**config.mk**
```make
export PLATFORM = sky130hd
export DESIGN_NAME = pip_ctrl
export DESIGN_NICKNAME = d
export VERILOG_FILES = /design/src/sv/pip_pkg.sv /design/src/sv/pip_ctrl.sv
export SDC_FILE = /design/constraint.sdc
export NUM_CORES = 1
export LEC_CHECK = 0
export BUFFER_PORTS_ARGS = -buffer_cell sky130_fd_sc_hd__buf_2
export CORE_AREA = 2 2 39 41
export DETAILED_ROUTE_END_ITERATION = 10
export DIE_AREA = 0 0 41 43
export PLACE_DENSITY = 0.48
export SETUP_SLACK_MARGIN = 0.2
export SYNTH_ARGS = -nofsm -noshare
export SYNTH_HDL_FRONTEND = slang
export SYNTH_SLANG_ARGS = --single-unit
```
**constraint.sdc**
```tcl
create_clock -name clk -period 1.42 [get_ports clk]
set_clock_uncertainty 0.2 [all_clocks]
set_input_delay 0.071 -clock clk [delete_from_list [all_inputs] [get_ports clk]]
set_output_delay 0.071 -clock clk [all_outputs]
set_load 0.03 [all_outputs]
```
**src/sv/pip_pkg.sv**
```systemverilog
// Shared types and constants for the point-in-polygon ray-cast block.
// Used by pip_ctrl, pip_dp and point_in_polygon_ray_cast; no dependencies.
package pip_pkg;

  localparam int MAX_VERTICES_DEF = 256;
  localparam int COORD_BITS_DEF   = 16;

  localparam int REQ_W   = 2;
  localparam int IDX_W   = 8;
  localparam int CNT_W   = 9;
  localparam int TOTAL_W = 32;

  localparam logic [CNT_W-1:0]   VCOUNT_RST = CNT_W'(3);
  localparam logic [TOTAL_W-1:0] TOTAL_MAX  = '1;

  // request codes
  localparam logic [REQ_W-1:0] REQ_LOAD  = 2'd0;
  localparam logic [REQ_W-1:0] REQ_QUERY = 2'd1;
  localparam logic [REQ_W-1:0] REQ_CLEAR = 2'd2;

  // controller -> datapath
  typedef struct packed {
    logic start;       // latch query point, clear inside flag and address
    logic rd;          // read vertex at current address, advance address
    logic wrap;        // issue closing edge (last vertex to vertex 0)
    logic write_vtx;   // store loaded vertex
    logic clear_cnt;   // zero the inside count
    logic emit_plain;  // load result register for a non-query request
    logic emit_query;  // load result register with the query outcome
  } pip_cmd_t;

  // datapath -> controller
  typedef struct packed {
    logic n_zero;      // no vertices in use
    logic at_last;     // current address is the last vertex in use
    logic pipe_busy;   // edge pipeline still holds work
  } pip_stat_t;

endpackage

```
**src/sv/pip_ctrl.sv**
```systemverilog
// Sequencer for the point-in-polygon block: handshakes and edge walk control.
// Depends on pip_pkg; drives pip_dp through pip_cmd_t, reads pip_stat_t.
module pip_ctrl (
  input  logic                      clk,
  input  logic                      rst_n,
  input  logic                      in_valid,
  input  logic [pip_pkg::REQ_W-1:0] in_req_type,
  output logic                      in_stall,
  output logic                      out_valid,
  input  logic                      out_stall,
  output pip_pkg::pip_cmd_t         cmd,
  input  pip_pkg::pip_stat_t        stat
);
  import pip_pkg::*;

  localparam logic [2:0] S_IDLE  = 3'd0;
  localparam logic [2:0] S_WALK  = 3'd1;
  localparam logic [2:0] S_WRAP  = 3'd2;
  localparam logic [2:0] S_DRAIN = 3'd3;
  localparam logic [2:0] S_DONE  = 3'd4;

  logic [2:0] state_r, state_nxt;
  logic       out_valid_r, out_valid_nxt;
  logic       accept;
  logic       out_free;

  // a query may start while the last result waits; other requests need the slot
  assign in_stall = (state_r != S_IDLE) ||
                    (out_valid_r && out_stall && (in_req_type != REQ_QUERY));
  assign accept   = in_valid && !in_stall;
  assign out_free = !out_valid_r || !out_stall;

  always_comb begin
    cmd       = '0;
    state_nxt = state_r;
    unique case (state_r)
      S_IDLE: begin
        if (accept) begin
          unique case (in_req_type)
            REQ_LOAD: begin
              cmd.write_vtx  = 1'b1;
              cmd.emit_plain = 1'b1;
            end
            REQ_QUERY: begin
              cmd.start = 1'b1;
              state_nxt = stat.n_zero ? S_DONE : S_WALK;
            end
            REQ_CLEAR: begin
              cmd.clear_cnt  = 1'b1;
              cmd.emit_plain = 1'b1;
            end
            default: cmd.emit_plain = 1'b1;
          endcase
        end
      end
      S_WALK: begin
        cmd.rd = 1'b1;
        if (stat.at_last) state_nxt = S_WRAP;
      end
      S_WRAP: begin
        cmd.wrap  = 1'b1;
        state_nxt = S_DRAIN;
      end
      S_DRAIN: begin
        if (!stat.pipe_busy) state_nxt = S_DONE;
      end
      S_DONE: begin
        if (out_free) begin
          cmd.emit_query = 1'b1;
          state_nxt      = S_IDLE;
        end
      end
      default: state_nxt = S_IDLE;
    endcase
  end

  assign out_valid_nxt = cmd.emit_plain || cmd.emit_query || (out_valid_r && out_stall);
  assign out_valid     = out_valid_r;

  always_ff @(posedge clk) begin
    if (!rst_n) begin
      state_r     <= S_IDLE;
      out_valid_r <= 1'b0;
    end else begin
      state_r     <= state_nxt;
      out_valid_r <= out_valid_nxt;
    end
  end

endmodule

```
======== Word-level counts from Yosys, hierarchy flattened ========
Cells that the tools add are included.
word-level totals
  output and inout port bits .............. 9
  register bits after elaboration ......... 4
  logic and storage cells ................. 47
  bits of input ports ..................... 9
cells by class
  muxes and demuxes ....................... 19
  reduce and logical (&&, ||, !) cells .... 14
  equality and inequality tests ........... 12
operator list
  kind                                                    count
  two-way mux 3 bit                                       8
  case mux 3 bit (5 select lines)                         1
  two-way mux 1 bit                                       10
  inequality test 2 bit (second input constant)           4
  == test 3 x 2 -> 1 bit (second input constant)          2
  AND reduction 5 bit                                     1
  logical OR 1 bit                                        4
  inequality test 2 x 1 -> 1 bit (second input constant)  2
  == test 3 x 1 -> 1 bit (second input constant)          1
  == test 3 bit (second input constant)                   1
  logical AND 1 bit                                       3
  zero test 1 bit                                         3
  zero test 3 bit                                         1
  nonzero test 3 bit                                      1
  == test 2 x 1 -> 1 bit (second input constant)          1
  == test 2 bit (second input constant)                   1
  zero test 2 bit                                         1

======== Longest topological paths before layout ========
Gate-level depths: netlist of run 1.
  depth after elaboration ................. 9
  gate-level depth with buffers ........... 4
  gate-level depth less buffers ........... 3

======== Least setup slack after synthesis of run 1 ========
No wires, ideal clock.
  kind .................................... reg-to-output
  start point ............................. register state_r[2]
  end point ............................... output port cmd[2] in the netlist's numbering
  setup slack ............................. -0.418 ns
  buffers on the path ..................... 0
  cell stages (with the launch flop) ...... 4
  required time ........................... 1.149 ns
  data arrival time ....................... 1.567 ns
  cell sequence ........................... dfxtp_1 -> nor3_2 -> nand3_1 -> nor3b_1
RTL lines
  what                    RTL line        text
  start, declared         pip_ctrl.sv:22  logic [2:0] state_r, state_nxt;
  start signal, assigned  pip_ctrl.sv:85  state_r <= state_nxt;
  end, declared           pip_ctrl.sv:11  output pip_pkg::pip_cmd_t cmd,

==> results.ini, run 1 <==
[setup_path]
r2r_cells = 5
end_kind = output port
critPathKind = register to output port
r2r_end = state_r[2]
r2r_slack_ns = -0.05
reg2reg_from = state_r[0]
crit_required_ns = 1.15
crit_path_start = state_r[1]
worst_setup_path_start_kind = register
crit_fanout = 3
arrival_ns = 1.33

[synth]
synth_ff_type = dfxtp_1
synth_nets = 45
synth_area_leaders = dfxtp_1 27%, nand3b_1 7.7%, or3b_1 6.0%
avgSynthCellArea_um2 = 8.17
synth_edf_count = 0
seq_area_frac_synth_pct = 27.2
ys_warn_count = 0
yosysUniqueCellTypes = 22
yosysTopAreaCell = dfxtp_1
syn_inst = 36
yosys.cell_count.top_type = dfxtp_1
ys_seq_elements = 4
synthTopCellsByCount = 4 x dfxtp_1, 3 x nand3b_1
netlist_area_um2 = 294
synth_top_area_share_pct = 27.2
async_flop_share_pct = 0

[timing]
finalHoldViolCount = 1
setup-violations-final = 10
rsz0062_at_grt = true
max_freq_ghz = 0.624
fin_crit_sh_pct = 113
slew_headroom_pct = 76.5
timing.hold.ws_ns = -0.0324
period_needed_ns = 1.60
tightest_slew_ns = 0.351
fin_ws_ns = -0.181
drv_slew = 0

[finish]
fin_nets = 81
drive_gt1_share_pct = 72.9
multiInputGateArea_um2 = 275
final_cells = 86
n_antenna_cell = 0
seqCellArea_um2 = 91.3
fillCellCount = 130
syn_to_final_growth_pct = 132

[global_routing]
grt_pass1_wl_um = 1520
grt_pass1_vias = 379
overflow = 0
grt_antenna_before_repair = 0
grt_max_degree = 5
grt.total_usage_pct = 12.6

[floorplan]
io_pins = 18
dieWidth_um = 41
die_area_um2 = 1760
start_util_pct = 21.2
die_h_um = 43
core.rowCount = 14
fp.coreArea_um2 = 1380

[detailed_routing]
met3_length_um = 58
dr.pass1.iters = 2
met1_length_um = 404
drcViolationCount = 0
vias_per_cell = 4.69
routed_wl_um = 943
ant_nets = 0
drt-initial-drc-count = 1
top_layer_used = met4
met2_length_um = 463
via_count = 403
wl_per_cell_um = 11.0

[cts]
clk_path_buf_depth = 2
cts_hold_buf = 2
clkSlewWorstSetupHoldPaths_ns = 0.04
clkLatencyLatePin_ns = 0.24
root_buffer = clkbuf_4
cts_tree = yes
cts_buffers = 3
clock-sinks = 4
htree_levels = 1

[worst_hold_path]
hold_path.class = input pin to register
hold_path_end = state_r[0]
worstHoldStart = stat[2]
hold_depth = 3

[place]
dp_cells = 74
portBuffers = 17
gp_congestion = 0.647
dp.final_hpwl_um = 634

[power]
p_per_area_nw_per_um2 = 911
ir_drop_v = 0.000429
p_leak_nw = 0.313
finalPower_w = 0.000622

[flow_run]
max_cap_violations = 0

[status]
violations = negative hold slack, negative setup slack
status = finished with violations

[repair_timing]
item,in CTS,in global routing
gates resized for setup,29,6
pin swaps,6,3
endpoints found under the setup margin,11,12
endpoints found under the hold margin,3,1
setup buffers,6,1
[stage by stage]
step	instance area, um^2	worst slack, ns	utilization [%]	setup TNS [ns]
finish	683	-0.181	49.4	-0.929
global route	683	-0.252	49.4	-1.57
CTS	658	-0.167	47.6	-0.820
detailed placement	480	-0.0102	34.7	-0.0102
global placement	480	0.00576	34.7	0
floorplan	342	-0.0379	-	-0.118
[state kept, by name (all words and copies together) (netlist names)]
register and cells:
out_valid 1, state_r 3
[cells by family after synthesis]
group | synth area share (%)
DFF | 27.2
and+or+nand+nor | 43.8
AOI/OAI and AO/OA | 22.6
buffers and inverters | 6.38
[layout by cell type (no fill, tap or decap)]
cell	instances
nand3_4	1
dlygate4sd3_1	2
buf_2	9
and3_4	1
or3b_1	1
a221o_1	1
dfxtp_1	1
o21a_1	1
nand3b_1	3
nor2b_1	1
nor3_4	2
dfxtp_4	3
a21oi_2	2
nor3b_2	1
o21ai_2	1
nor3b_4	1
a221oi_2	1
or3b_4	1
nor3_2	1
nand2_1	2
nand2b_1	2
o211ai_1	1
o21ai_1	1
inv_1	1
nor2_4	1
buf_4	10
buf_6	11
and3b_1	1
clkbuf_4	3
a31oi_1	1
inv_4	1
nor2_2	1
[where the power goes]
part | total, W | switching (W) | internal, W
clock network | 0.000145 | 0.0000505 | 0.0000948
logic | 0.000338 | 0.000164 | 0.000174
registers | 0.000139 | 0.0000148 | 0.000124
total | 0.000622 | 0.000229 | 0.000393
[area by class of cell]
type	count	share of cell area (%)
Tap cell	16	2.93
Multi-Input combinational cell	29	40.3
Clock buffer	3	3.30
Sequential cell	4	13.4
Inverter	2	1.47
Timing Repair Buffer	32	38.6
[worst max path at each step]
stage                       endpoint  slack (ns)  depth (start not counted)
after floorplan               cmd[2]       -0.04                          4
after global placement    state_r[2]       0.006                          3
after detailed placement      cmd[2]       -0.01                          4
after CTS                     cmd[2]       -0.17                          4
after global routing          cmd[2]       -0.25                          4
final                         cmd[2]       -0.18                          4
[critical path, stage by stage (launching register included)]
cell	delay [ns]
dfxtp_4	0.35
nor3_4	0.25
nand3_4	0.14
nor3b_4	0.20
buf_6	0.15
[layer usage]
layer / vias to the layer above / track usage (%)
met5: - / 0
met3: 2 / 2.09
met2: 14 / 19.7
met1: 181 / 16.0
li1: 206 / -
met4: 0 / 6.00
(Power assumes the default switching activity.)
==> inputs of run 2 (changes only) <==
--- a/config.mk
+++ b/config.mk
@@ -9,7 +9,7 @@
 export CORE_AREA = 2 2 39 41
 export DETAILED_ROUTE_END_ITERATION = 10
 export DIE_AREA = 0 0 41 43
-export PLACE_DENSITY = 0.48
+export PLACE_DENSITY = 0.47
 export SETUP_SLACK_MARGIN = 0.2
 export SYNTH_ARGS = -nofsm -noshare
 export SYNTH_HDL_FRONTEND = slang
==> constraint.sdc (replaced) <==
create_clock -name clk -period 2.1 [get_ports clk]
set_clock_uncertainty 0.2 [all_clocks]
set_input_delay 0.105 -clock clk [delete_from_list [all_inputs] [get_ports clk]]
set_output_delay 0.105 -clock clk [all_outputs]
set_load 0.03 [all_outputs]
==> results.ini, run 2 (synthesized netlist as in run 1, its figures left out) <==
[detailed_routing]
vias_per_cell = 4.51  ; -3.8%
drcViolationCount = 0  ; unchanged
via_count = 329  ; -18%
routed_wl_um = 736  ; -22%
drt-initial-drc-count = 7  ; +6
ant_nets = 0  ; unchanged
wl_per_cell_um = 10.1  ; -8.1%
dr.pass1.iters = 4  ; +2

[cts]
post_cts_buffers = 0  ; -6
cts_hold_buf = 1  ; -1
cts_tree = yes
clock-sinks = 4  ; unchanged
cts_buffers = 3  ; unchanged
root_buffer = clkbuf_4
clkLatencyLatePin_ns = 0.23  ; about the same
cts_resized = 0  ; -100%
clk_path_buf_depth = 2  ; unchanged
htree_levels = 1  ; unchanged
clkSlewWorstSetupHoldPaths_ns = 0.04  ; about the same

[place]
gp_congestion = 0.654  ; +1.1%
portBuffers = 17  ; unchanged
placed_area_um2 = 395  ; -18%
pre_cts_ws_ns = 0.601  ; +0.611 ns
dp.final_hpwl_um = 586  ; -7.5%

[timing]
tightest_slew_ns = 0.276  ; -0.0746 ns
period_needed_ns = 1.75
finalHoldViolCount = 0  ; -1
slew_headroom_pct = 81.5  ; +5.0 points
rsz0062_at_grt = false
fin_crit_sh_pct = 83.2
setup-violations-final = 0  ; -10
fin_tns_setup_ns = 0  ; +0.929 ns
max_freq_ghz = 0.573
drv_slew = 0  ; unchanged
fin_ws_ns = 0.353  ; +0.535 ns

[finish]
fin_nets = 68  ; -16%
largest-register = state_r
largest_register_ffs = 3  ; unchanged
final_common_cell = buf_2
drive_gt1_share_pct = 40.4  ; -33 points
final_cell_mix = 17 x buf_2, 4 x dfxtp_1, 3 x nand3b_1, 3 x clkbuf_4
n_antenna_cell = 0  ; unchanged
syn_to_final_growth_pct = 45.5
finalInstanceArea_um2 = 428  ; -37%
fillCellCount = 157  ; +21%

[setup_path]
crit_required_ns = 1.79  ; +0.64 ns
path_cells = or3b_1 > a21oi_1 > buf_2
crit_path_start = state_r[2]
critPathBufInv = 1  ; unchanged
crit_path_top_delay_cell = dfxtp_1
r2r_slack_ns = 0.69  ; +0.74 ns
crit_fanout = 7  ; +4
worst_setup_path_start_kind = register
end_kind = output port
arrival_ns = 1.44  ; +0.11 ns
crit_family = flip-flops
max_stage_delay_ns = 0.44  ; +0.09 ns
reg2reg_from = state_r[0]
critPathKind = register to output port

[global_routing]
overflow = 0  ; unchanged
grt_pass1_wl_um = 1150  ; -25%
grt_pass1_vias = 305  ; -20%
grt_antenna_before_repair = 0  ; unchanged
grt_max_degree = 10  ; +5
grt.total_usage_pct = 9.53  ; -3.1 points

[floorplan]
core.rowCount = 14  ; unchanged
fp.coreArea_um2 = 1380  ; unchanged
die_h_um = 43  ; unchanged
start_util_pct = 21.2  ; unchanged
die_area_um2 = 1760  ; unchanged
io_pins = 18  ; unchanged
dieWidth_um = 41  ; unchanged

[power]
p_leak_nw = 0.208  ; -33%
finalPower_w = 0.000313  ; -50%
ir_drop_v = 0.000253  ; -41%
p_per_area_nw_per_um2 = 733  ; -20%

[status]
status = finished clean

[worst_hold_path]
worstHoldStart = stat[2]
hold_path.class = input pin to register

[flow_run]
max_cap_violations = 0  ; unchanged

## run 2: changes by cell type in the layout (fill, tap and decap cells not counted), moves of 3 or more
cell	delta
buf_4	-9
dfxtp_1	+3
buf_6	-11
dfxtp_4	-3
buf_2	+8
## run 2: final cells by class
cell class	count	area, um^2	area share [%]
multi-input cells	29	195	45.6
flip-flops and latches	4	80.1	18.7
well taps	16	20.0	4.68
inverters	2	7.51	1.75
repair buffers	19	103	24.0
clock buffers	3	22.5	5.26
## run 2: final timing paths
kind / cells after the start / to
worst max-delay path: 3 / cmd[0]
worst min-delay path: 3 / state_r[0]
worst max register to register: 3 / state_r[2]
worst min register to register: 2 / out_valid
## run 2: through the flow
stage | instances | util, % | hold WS [ns]
2_1_floorplan | 36 | - | 0.0143
3_3_place_gp | 69 | 28.6 | 0.153
3_5_place_dp | 69 | 28.6 | 0.157
4_1_cts | 73 | 30.9 | 0.000732
5_1_grt | 73 | 30.9 | 0.0145
6_report | 73 | 30.9 | 0.00122
## run 2: worst reg2reg max path: cells and delay by family, from the launching register on
| family | cells | cell delay [ns] |
|---|---|---|
| flip-flops | 1 | 0.38 |
| AO/OA/AOI/OAI | 2 | 0.39 |
| AND/OR/NAND/NOR | 1 | 0.39 |
## run 2: metal layers
metal,global-route usage [%],vias up,part of all wire (%)
li1,-,176,-
met1,12.2,144,46
met2,12.8,9,48
met3,2.09,0,6.1
met4,8.00,0,0
met5,0,-,0
## run 2: power breakdown
group	internal, W	leakage (nW)	switching, W
Sequential	0.0000840	0.0327	0.0000114
Clock	0.0000639	0.0138	0.0000314
Combinational	0.0000480	0.162	0.0000748
Total	0.000196	0.208	0.000118
==> inputs of run 3 (changes only) <==
--- a/config.mk
+++ b/config.mk
@@ -5,11 +5,12 @@
 export SDC_FILE = /design/constraint.sdc
 export NUM_CORES = 1
 export LEC_CHECK = 0
+export ABC_AREA = 1
 export BUFFER_PORTS_ARGS = -buffer_cell sky130_fd_sc_hd__buf_2
 export CORE_AREA = 2 2 39 41
 export DETAILED_ROUTE_END_ITERATION = 10
 export DIE_AREA = 0 0 41 43
-export PLACE_DENSITY = 0.47
+export PLACE_DENSITY = 0.51
 export SETUP_SLACK_MARGIN = 0.2
 export SYNTH_ARGS = -nofsm -noshare
 export SYNTH_HDL_FRONTEND = slang
==> constraint.sdc (replaced) <==
create_clock -name clk -period 1.5 [get_ports clk]
set_clock_uncertainty 0.2 [all_clocks]
set_input_delay 0.075 -clock clk [delete_from_list [all_inputs] [get_ports clk]]
set_output_delay 0.075 -clock clk [all_outputs]
set_load 0.03 [all_outputs]
==> results.ini, run 3 <==
[power]
p_per_area_nw_per_um2 = 1090  ; +48%
finalPower_w = 0.000823  ; +160%
p_leak_nw = 0.375  ; +80%
ir_drop_v = 0.000544  ; +110%

[global_routing]
grt_max_degree = 8  ; -2
grt.total_usage_pct = 15.0  ; +5.4 points
grt_antenna_before_repair = 0  ; unchanged
overflow = 0  ; unchanged
grt_pass1_vias = 396  ; +30%
grt_pass1_wl_um = 1640  ; +43%

[synth]
yosysTopAreaCell = dfxtp_1
netlist_area_um2 = 324  ; +10%
avgSynthCellArea_um2 = 6.23  ; -24%
yosysUniqueCellTypes = 15  ; -32%
synth_top_area_share_pct = 24.7  ; -2.5 points
synthTopCellsByCount = 9 x inv_1, 9 x nand2_1, 7 x nand3_1, 5 x nor2_1
syn_inst = 52  ; +44%
synth_edf_count = 0  ; unchanged
async_flop_share_pct = 0  ; unchanged
synth_ff_type = dfxtp_1
ys_seq_elements = 4  ; unchanged
seq_area_frac_synth_pct = 24.7  ; -2.5 points
synth_nets = 61  ; +36%
synth_area_leaders = dfxtp_1 25%, nand3_1 11%, inv_1 10%
ys_warn_count = 0  ; unchanged

[finish]
drive_gt1_share_pct = 75.9  ; +36 points
syn_to_final_growth_pct = 134
seqCellArea_um2 = 92.6  ; +16%
fin_nets = 97  ; +43%
n_antenna_cell = 0  ; unchanged
final_cell_mix = 12 x buf_4, 10 x buf_6, 9 x buf_2, 5 x inv_1
final_cells = 103  ; +41%
largest_register_ffs = 3  ; unchanged
multiInputGateArea_um2 = 325  ; +67%
finalInstanceArea_um2 = 758  ; +77%
fillCellCount = 134  ; -15%
final_common_cell = buf_4
largest-register = state_r

[cts]
clk_path_buf_depth = 2  ; unchanged
clkSlewWorstSetupHoldPaths_ns = 0.05  ; about the same
htree_levels = 1  ; unchanged
cts_hold_buf = 1  ; unchanged
clock-sinks = 4  ; unchanged
clkLatencyLatePin_ns = 0.25  ; +0.02 ns
cts_buffers = 3  ; unchanged
cts_tree = yes
root_buffer = clkbuf_4

[setup_path]
reg2reg_from = state_r[1]
crit_fanout = 4  ; -3
crit_path_top_delay_cell = dfxtp_2
r2r_cells = 9  ; +6
r2r_end = state_r[0]
worst_setup_path_start_kind = register
crit_path_start = state_r[0]
arrival_ns = 1.23  ; -0.21 ns
r2r_slack_ns = 0.07  ; -0.62 ns
crit_required_ns = 1.22  ; -0.57 ns
end_kind = output port
path_cells = nor2_4 > nand2_2 > inv_4 > nand3_4 > nor3_4 > buf_6
max_stage_delay_ns = 0.32  ; -0.12 ns
critPathKind = register to output port

[floorplan]
core.rowCount = 14  ; unchanged
io_pins = 18  ; unchanged
dieWidth_um = 41  ; unchanged
fp.coreArea_um2 = 1380  ; unchanged
die_h_um = 43  ; unchanged
start_util_pct = 23.4  ; +2.2 points
die_area_um2 = 1760  ; unchanged

[detailed_routing]
dr.pass1.iters = 3  ; -1
drt-initial-drc-count = 8  ; +1
ant_nets = 0  ; unchanged
wl_per_cell_um = 11.5  ; +14%
routed_wl_um = 1180  ; +60%
drcViolationCount = 0  ; unchanged
vias_per_cell = 4.59  ; +1.9%
via_count = 473  ; +44%

[timing]
period_needed_ns = 1.51
max_freq_ghz = 0.664
fin_ws_ns = -0.00581  ; -0.359 ns
drv_slew = 0  ; unchanged
rsz0062_at_grt = true
fin_crit_sh_pct = 100
slew_headroom_pct = 85.9  ; +4.3 points
setup-violations-final = 3  ; +3
finalHoldViolCount = 2  ; +2
tightest_slew_ns = 0.209  ; -0.0670 ns
timing.hold.ws_ns = -0.0708  ; -0.0720 ns

[place]
placed_area_um2 = 472  ; +19%
gp_congestion = 0.751  ; +15%
portBuffers = 17  ; unchanged
dp.final_hpwl_um = 735  ; +25%
dp_cells = 85  ; +23%

[worst_hold_path]
hold_depth = 3  ; unchanged
worstHoldStart = out_stall
hold_path_end = out_valid
hold_path.class = input pin to register

[status]
status = finished with violations
violations = negative hold slack, negative setup slack

[flow_run]
max_cap_violations = 0  ; unchanged

-- run 3: what timing repair did --
action	CTS	global route
gates resized for setup	34	13
endpoints found under the setup margin	10	12
endpoints found under the hold margin	4	2
gates cloned	0	0
pin swaps	8	8
buffers inserted	9	4
-- run 3: layout make-up --
class | instances | share of cell area [%]
inverter | 9 | 4.79
timing repair buffer | 32 | 34.0
tap | 16 | 2.64
sequential | 4 | 12.2
clock buffer | 4 | 3.47
multi-input combinational | 38 | 42.9
-- run 3: how the worst max path moves through the flow --
stage / slack [ns] / cells after the start / endpoint
after floorplan: 0.11 / 6 / cmd[2]
after global placement: 0.09 / 6 / cmd[2]
after detailed placement: 0.05 / 6 / cmd[2]
after CTS: 0.006 / 6 / cmd[3]
after global routing: -0.07 / 6 / cmd[3]
final: -0.006 / 6 / cmd[3]
-- run 3: per-layer routing --
metal / vias to the layer above / track usage (%) / part of all wire (%)
met1: 212 / 13.8 / 38
met3: 2 / 7.85 / 6.5
met2: 18 / 23.8 / 54
met5: - / 0 / 0
met4: 0 / 10.0 / 1.3
li1: 241 / - / -
-- run 3: logic make-up after synthesis --
family | count (synthesis) | share of synthesized area, %
compound gates | 8 | 13.5
flops | 4 | 24.7
buf+inv | 10 | 13.9
simple gates | 30 | 47.9
-- run 3: metrics by stage --
step	setup slack [ns]	utilization (%)	TNS [ns]
global route	-0.0706	54.8	-0.299
detailed placement	0.0516	34.1	0
CTS	0.00623	48.6	0
global placement	0.0919	34.1	0
finish	-0.00581	54.8	-0.00881
floorplan	0.111	-	0
-- run 3: critical path: cells and delay by family (launching register included) --
kind                   cells  cell delay [ns]
buffers and inverters      2             0.23
DFF                        1             0.32
and+or+nand+nor            4             0.44
-- run 3: where the power goes --
part | switching (W) | internal (W)
Sequential | 0.0000152 | 0.000123
Clock | 0.0000547 | 0.000100
Combinational | 0.000295 | 0.000235
